**config.mk**
```make
export PLATFORM = sky130hd
export DESIGN_NAME = mei_ctrl
export DESIGN_NICKNAME = d
export VERILOG_FILES = /design/src/rtl/mei_pkg.sv /design/src/rtl/mei_ctrl.sv
export VERILOG_INCLUDE_DIRS = /design/src /design/src/rtl
export SDC_FILE = /design/constraint.sdc
export NUM_CORES = 1
export LEC_CHECK = 0
export BUFFER_PORTS_ARGS = -buffer_cell sky130_fd_sc_hd__buf_2
export CORE_AREA = 2 2 39 41
export DETAILED_ROUTE_END_ITERATION = 12
export DIE_AREA = 0 0 41 43
export PLACE_DENSITY = 0.31
export SLEW_MARGIN = 20
export SYNTH_ARGS = -nofsm -noshare
export SYNTH_HDL_FRONTEND = slang
export SYNTH_SLANG_ARGS = --single-unit
```
**constraint.sdc**
```tcl
create_clock -name clock -period 2.5 [get_ports clock]
set_clock_uncertainty 0.05 [all_clocks]
set_input_delay 0.5 -clock clock [delete_from_list [all_inputs] [get_ports clock]]
set_output_delay 0.5 -clock clock [all_outputs]
set_load 0.05 [all_outputs]
```
**src/rtl/mandelbrot_escape_iteration_assert.svh**
```systemverilog
// Assertion macros used by the controller of the Mandelbrot escape-time RTL.
`ifndef MANDELBROT_ESCAPE_ITERATION_ASSERT_SVH
`define MANDELBROT_ESCAPE_ITERATION_ASSERT_SVH
`ifndef SYNTHESIS
// Consequent must hold in the same cycle as the antecedent.
`define MEI_ASSERT_SAME(lbl, clk, rst, ante, cons) \
   lbl: assert property (@(posedge clk) disable iff (rst) (ante) |-> (cons)) \
      else $error("mei assertion failed");
// Consequent must hold in the cycle after the antecedent.
`define MEI_ASSERT_NEXT(lbl, clk, rst, ante, cons) \
   lbl: assert property (@(posedge clk) disable iff (rst) (ante) |=> (cons)) \
      else $error("mei assertion failed");
`else
`define MEI_ASSERT_SAME(lbl, clk, rst, ante, cons)
`define MEI_ASSERT_NEXT(lbl, clk, rst, ante, cons)
`endif
`endif

```
**src/rtl/mei_pkg.sv**
```systemverilog
// Shared types and constants of the Mandelbrot escape-time block.
package mei_pkg;

   // Fixed-point format of c and z.
   localparam int FRAC_BITS = 26;
   localparam int Z_W       = 32;
   localparam int PROD_W    = 2 * Z_W;

   // Configuration register widths and reset values.
   localparam int LIMIT_W  = 16;
   localparam int RADIUS_W = 7;
   localparam int CSR_IDX_W  = 8;
   localparam int CSR_DATA_W = 16;
   localparam logic [LIMIT_W-1:0]  LIMIT_RESET  = LIMIT_W'(1000);
   localparam logic [RADIUS_W-1:0] RADIUS_RESET = RADIUS_W'(16);

   // Register indexes on the configuration port.
   localparam logic [CSR_IDX_W-1:0] CSR_ITERATION_LIMIT  = CSR_IDX_W'(0);
   localparam logic [CSR_IDX_W-1:0] CSR_ESCAPE_RADIUS_SQ = CSR_IDX_W'(1);

   // Inside-point counter.
   localparam int COUNT_W = 32;

   // Width of the escape compare: holds |z|^2 and radius * 2^(2*FRAC_BITS).
   localparam int CMP_W = (2 * FRAC_BITS + RADIUS_W > PROD_W) ?
                          (2 * FRAC_BITS + RADIUS_W) : PROD_W;

   // Controller states.
   typedef enum logic [1:0] {
      ST_IDLE,
      ST_MUL,
      ST_EVAL,
      ST_HOLD
   } state_type;

   // Commands from the controller to the datapath.
   typedef struct packed {
      logic start;   // load c, clear z and the step count
      logic mul;     // register the three products of z
      logic step;    // take z = z*z + c and count the step
      logic finish;  // load the result register and update the count
   } cmd_type;

   // Status from the datapath to the controller.
   typedef struct packed {
      logic stop;       // limit reached or z escaped
      logic limit_hit;  // step count equals the limit
   } status_type;

endpackage

```
**src/rtl/mei_ctrl.sv**
```systemverilog
// Controller state machine of the Mandelbrot escape-time block.
`include "mandelbrot_escape_iteration_assert.svh"

module mei_ctrl (
   input  logic                clock,
   input  logic                reset,
   input  logic                req_valid,
   output logic                req_ready,
   output logic                rsp_valid,
   input  logic                rsp_ready,
   input  mei_pkg::status_type status,
   output mei_pkg::cmd_type    cmd
);

   mei_pkg::state_type state_ff, state_in;
   logic               rsp_valid_ff, rsp_valid_in;
   logic               out_free;

   // State and result-valid registers.
   always_ff @(posedge clock) begin
      if (reset) begin
         state_ff     <= mei_pkg::ST_IDLE;
         rsp_valid_ff <= 1'b0;
      end else begin
         state_ff     <= state_in;
         rsp_valid_ff <= rsp_valid_in;
      end
   end

   // The result register can take a new result when empty or being drained.
   assign out_free = !rsp_valid_ff || rsp_ready;

   // Next state and commands.
   always_comb begin
      state_in = state_ff;
      cmd      = '0;
      case (state_ff)
         mei_pkg::ST_IDLE: begin
            if (req_valid) begin
               cmd.start = 1'b1;
               state_in  = mei_pkg::ST_MUL;
            end
         end
         mei_pkg::ST_MUL: begin
            cmd.mul  = 1'b1;
            state_in = mei_pkg::ST_EVAL;
         end
         mei_pkg::ST_EVAL: begin
            if (status.stop) begin
               if (out_free) begin
                  cmd.finish = 1'b1;
                  state_in   = mei_pkg::ST_IDLE;
               end else begin
                  state_in = mei_pkg::ST_HOLD;
               end
            end else begin
               cmd.step = 1'b1;
               state_in = mei_pkg::ST_MUL;
            end
         end
         mei_pkg::ST_HOLD: begin
            if (out_free) begin
               cmd.finish = 1'b1;
               state_in   = mei_pkg::ST_IDLE;
            end
         end
         default: begin
            state_in = mei_pkg::ST_IDLE;
         end
      endcase
   end

   // A finished result sets valid; taking it clears valid.
   always_comb begin
      if (cmd.finish) begin
         rsp_valid_in = 1'b1;
      end else if (rsp_ready) begin
         rsp_valid_in = 1'b0;
      end else begin
         rsp_valid_in = rsp_valid_ff;
      end
   end

   assign req_ready = (state_ff == mei_pkg::ST_IDLE);
   assign rsp_valid = rsp_valid_ff;

   // A result is never written over one that has not been taken.
   `MEI_ASSERT_SAME(a_finish_free, clock, reset, cmd.finish, !rsp_valid_ff || rsp_ready)
   // No step is taken once the iteration limit is reached.
   `MEI_ASSERT_SAME(a_step_below_limit, clock, reset, cmd.step, !status.limit_hit)
   // An accepted request always starts with a product cycle.
   `MEI_ASSERT_NEXT(a_start_mul, clock, reset, req_valid && req_ready,
                    state_ff == mei_pkg::ST_MUL)

endmodule

```
==> flow_summary.toml, run 1 <==
[status]
outcome = "finished, final reports clean"

[final_layout]
syn2layout_area_growth_pct = 57.7
n_antenna_cell = 0
finalNonFillerCells = 47
fillerInstances = 163
final_nets = 38
layout_common_cells = "buf_2, clkbuf_4, dfxtp_1"
drive_gt1_share_pct = 45.2
final_util_pct = 17.5
final_common_cell = "buf_2"

[logic_synthesis]
yosysUniqueCellTypes = 13
synth_top_area_share_pct = 39.0
ys_ff_latch = 3
synth_area_leaders = "dfxtp_1, a221oi_2, nand2b_1, a21oi_1, a211oi_1"
syn_avg_cell_area_sq_um = 8.55
ys_seq_area_share_pct = 39.0
yosys_warnings = 0
syn_area_sq_um = 154
syn_inst = 18
synth_area_leader_cell = "dfxtp_1"
synth_nets = 24

[route]
vias = 165
dr.first_iter.drc_count = 1
avgViaCountPerCell = 3.51
routedWlPerCell_um = 7.98
ant_nets = 0
drt_wl_total_um = 375
drt_pre_antenna_iters = 2
drc = 0

[clock_tree]
cts_num_sinks = 3
cts_inserted_buffers = 3
htree_num_levels = 1
insertion_delay_ps = 230
post-cts-setup-buffers = 0
clockRootBuffer = "clkbuf_4"
cts_buffer_depth = 2
cts_resized = 0
holdBufCountCts = 0
cts.clk_slew.worst_paths_ps = 40
cts_tree = "done"

[placement]
dp.cells = 43
io_buffers = 10
hpwlAfterDp_um = 285
gp_congestion = 0.554
place_ws_ps = 791

[floorplan]
ios = 12
dieArea_sq_mm = 0.00176
initial_core_util_pct = 11.1
die_x_um = 41
rows = 14
die_h_um = 43
core_area_sq_mm = 0.00138

[sta]
fin_crit_ps = 1820
finalHoldViolCount = 0
drv_slew = 0
fin_ws_ps = 679
maxSlewHeadroom_pct = 83.4
worst_slew_pin_slew_ps = 251
clock.fmax_ghz = 0.549
rsz0062_at_grt = "false"
setup_tns_ps = 0
finalSetupViolations = 0
fin_crit_sh_pct = 72.8

[power_and_ir_drop]
ir_drop_mv = 0.249
finalPower_mw = 0.192
p_per_area_mw_per_mm2 = 791
power_leakage_nw = 0.110

[global_routing]
grt_pass1_vias = 147
grt_use_total_pct = 5.72
grt_max_degree = 9
antenna_found_initial = 0
grt_pass1_wl_um = 607
grt.overflow.total = 0

[critical_path]
path_max_fanout = 8
r2r_start = "state_ff[0]"
crit_start = "state_ff[1]"
cp.required_ps = 1950
crit_path_end_kind = "output port"
worstPathArrival_ps = 1270
start_kind = "flip-flop"
critical_path_class = "reg -> out"

[worst_hold_path]
hold_path.class = "in -> reg"
hp-start = "reset"

[run]
max_cap_violations = 0
## flip-flops by register name, indices dropped and copies added, names as in the netlist
register and flops:
state_ff 2, rsp_valid 1
## logic make-up after synthesis
family	synth area share [%]
compound gates	29.3
buf+inv	7.32
flops	39.0
simple gates	24.4
## report_power, final
part	internal [mW]	switching, mW
combinational	0.0138	0.0375
sequential	0.0517	0.00480
clock	0.0598	0.0246
## Yosys cell counts
library cell  number
nor2_1             2
and2_1             1
buf_4              1
inv_1              1
nor2b_1            1
a221oi_2           1
nor3_1             1
a21oi_1            2
o21a_1             1
o21ai_0            1
nand2b_1           2
dfxtp_1            3
a211oi_1           1
## path summary, 6_finish.rpt
check | cells past startpoint | slack, ps | end
worst max-delay path | 3 | 680 | cmd[1]
worst max register to register | 2 | 1550 | state_ff[0]
worst min register to register | 2 | 520 | state_ff[0]
worst min-delay path | 2 | 420 | state_ff[0]
## cell type report
class / count / area [sq um] / area share [%]
Timing Repair Buffer: 10 / 50.0 / 20.6
Sequential cell: 3 / 60.1 / 24.7
Tap cell: 16 / 20.0 / 8.25
Multi-Input combinational cell: 13 / 82.6 / 34.0
Inverter: 1 / 3.75 / 1.55
Clock buffer: 4 / 26.3 / 10.8
## metal layers
layer | part of all wire [%] | up-vias | global-route usage [%]
met5 | 0 | - | 0
met4 | 0 | 0 | 4.00
met3 | 21 | 0 | 6.81
met2 | 29 | 11 | 5.31
met1 | 51 | 66 | 6.73
li1 | - | 88 | -
## stage by stage
stage | instance area, sq um | hold WS (ps)
after floorplan | 154 | 475
after global placement | 216 | 515
after detailed placement | 216 | 517
after CTS | 243 | 408
after global routing | 243 | 420
final | 243 | 419
## worst max-delay path, cell delays in order (launching register included)
cell and delay, ps:
dfxtp_1 430, inv_1 100, nor3_1 210, buf_2 290
Note: power is estimated with default switching activity, not from simulation.
==> run 2, diff against run 1 <==
--- a/config.mk
+++ b/config.mk
@@ -6,11 +6,12 @@
 export SDC_FILE = /design/constraint.sdc
 export NUM_CORES = 1
 export LEC_CHECK = 0
+export ABC_AREA = 1
 export BUFFER_PORTS_ARGS = -buffer_cell sky130_fd_sc_hd__buf_2
 export CORE_AREA = 2 2 39 41
 export DETAILED_ROUTE_END_ITERATION = 12
 export DIE_AREA = 0 0 41 43
-export PLACE_DENSITY = 0.31
+export PLACE_DENSITY = 0.33
 export SLEW_MARGIN = 20
 export SYNTH_ARGS = -nofsm -noshare
 export SYNTH_HDL_FRONTEND = slang
==> constraint.sdc (replaced) <==
create_clock -name clock -period 1.9 [get_ports clock]
set_clock_uncertainty 0.05 [all_clocks]
set_input_delay 0.38 -clock clock [delete_from_list [all_inputs] [get_ports clock]]
set_output_delay 0.38 -clock clock [all_outputs]
set_load 0.05 [all_outputs]
==> run 2 against run 1 <==
Die area is the same. Count of clock-buffer cells in the layout is the same. Synthesized cell count grew 72%. Critical path depth is the same. Clock power grew 28%. Sequential share of layout area shrank 2.7 points. Via count grew 25%. Critical endpoint is now cmd[0]. Largest power group unchanged.
==> flow_summary.toml, run 2 <==
[clock_tree]
cts_buffer_depth = 2
insertion_delay_ps = 230
cts.clk_slew.worst_paths_ps = 40
cts_inserted_buffers = 3
holdBufCountCts = 0
cts_tree = "done"
cts_resized = 0
clockRootBuffer = "clkbuf_4"
post-cts-setup-buffers = 0
htree_num_levels = 1
cts_num_sinks = 3

[logic_synthesis]
synth_flop_cell = "dfxtp_1"
syn_inst = 31
synth_area_leader_cell = "dfxtp_1"
synth_xor_area_share_pct = 0
synth_top_area_share_pct = 33.6
synthMuxAreaShare_pct = 0
ys_ff_latch = 3
synth-adder-area-share_pct = 0
syn_area_sq_um = 179
synth-simple-area-share_pct = 38.5
yosys_warnings = 0
synth_nets = 37
synth_top_family_by_area = "simple AND/OR/NAND/NOR gates"
yosys.cell_count.top_type = "nor2_1"
syn_avg_cell_area_sq_um = 5.77
synth_edf_count = 0
async_flop_share_pct = 0
synth_compound_area_share_pct = 8.39
yosysUniqueCellTypes = 10
synth_area_leaders = "dfxtp_1, nor2_1, inv_1, nand2_1, o21ai_0"
synthTopCellsByCount = "nor2_1, inv_1, nand2_1, dfxtp_1, o21ai_0"
ys_seq_area_share_pct = 33.6

[route]
avgViaCountPerCell = 3.49
ant_nets = 0
drt_pre_antenna_iters = 2
drt_wl_total_um = 409
routedWlPerCell_um = 6.93
dr.first_iter.drc_count = 2
drc = 0
vias = 206

[status]
outcome = "finished, final reports clean"

[placement]
hpwlAfterDp_um = 327
place_area_sq_um = 246
gp_congestion = 0.557
place_ws_ps = 433
io_buffers = 10
dp.cells = 55

[floorplan]
die_h_um = 43
die_x_um = 41
rows = 14
ios = 12
initial_core_util_pct = 12.9
dieArea_sq_mm = 0.00176
core_area_sq_mm = 0.00138

[critical_path]
cp_slowest_stage_delay_ps = 480
path_max_fanout = 8
crit_path_end_kind = "output port"
cp.buffers_inverters = 1
critPathTopFamily = "flip-flops"
worstPathCellList = "o21ai_0, nor2_1, buf_2"
critical_path_class = "reg -> out"
cp.required_ps = 1470
cpMaxStageDelayCell = "dfxtp_1"
start_kind = "flip-flop"
worstPathArrival_ps = 1270

[global_routing]
grt_use_total_pct = 5.61
grt_pass1_vias = 169
grt_pass1_wl_um = 586
grt.overflow.total = 0
antenna_found_initial = 0
grt_max_degree = 9

[final_layout]
final_nets = 50
top_register = "state_ff"
largest_register_ff_count = 2
drive_gt1_share_pct = 34.9
fin_area_sq_um = 273
finalNonFillerCells = 59
syn2layout_area_growth_pct = 52.4
final_util_pct = 19.7
n_antenna_cell = 0
layout_common_cells = "nor2_1, buf_2, inv_1"

[sta]
rsz0062_at_grt = "false"
fin_crit_sh_pct = 89.6
clock.fmax_ghz = 0.587
maxSlewHeadroom_pct = 80.3
drv_slew = 0
finalHoldViolCount = 0
whs_ps = 275
finalSetupViolations = 0
setup_tns_ps = 0
fin_crit_ps = 1700
worst_slew_pin_slew_ps = 295
fin_ws_ps = 197

[power_and_ir_drop]
finalPower_mw = 0.247
p_per_area_mw_per_mm2 = 906
ir_drop_mv = 0.182
power_leakage_nw = 0.158

[worst_hold_path]
hold_path.class = "in -> reg"

[run]
max_cap_violations = 0
[run 2: cell type report]
| type | instances | area (sq um) |
|---|---|---|
| inverters | 6 | 22.5 |
| repair buffers | 10 | 50.0 |
| fillers | 167 | 1110 |
| clock buffers | 4 | 26.3 |
| flip-flops and latches | 3 | 60.1 |
| well taps | 16 | 20.0 |
| multi-input cells | 20 | 93.8 |
[run 2: final timing paths]
kind | cells past startpoint | to | start | slack, ps
min | 2 | rsp_valid | reset | 280
max | 3 | cmd[0] | state_ff[0] | 200
min reg2reg | 2 | rsp_valid | rsp_valid | 490
max reg2reg | 2 | rsp_valid | state_ff[0] | 970
[run 2: where the power goes]
group	leakage [nW]	total [mW]	switching, mW	internal, mW
registers	0.0246	0.0752	0.00763	0.0676
logic	0.118	0.0637	0.0468	0.0169
clock network	0.0150	0.108	0.0298	0.0785
total	0.158	0.247	0.0843	0.163
[run 2: metal layers]
layer / wire (um) / share of wire [%] / up-vias / global-route usage, %
met5: 0 / 0 / - / 0
met4: 4 / 0.98 / 0 / 8.00
met3: 38 / 9.3 / 2 / 3.14
met2: 205 / 50 / 6 / 7.81
met1: 160 / 39 / 84 / 4.15
li1: - / - / 114 / -
[run 2: kinds of logic after synthesis]
logic type | Yosys count
and+or+nand+nor | 17
DFF | 3
AOI/OAI and AO/OA | 3
buffers and inverters | 8
[run 2: worst register-to-register path: stages, from the launching register on]
cell	delay, ps
dfxtp_1	480
o21ai_0	180
a21oi_1	150
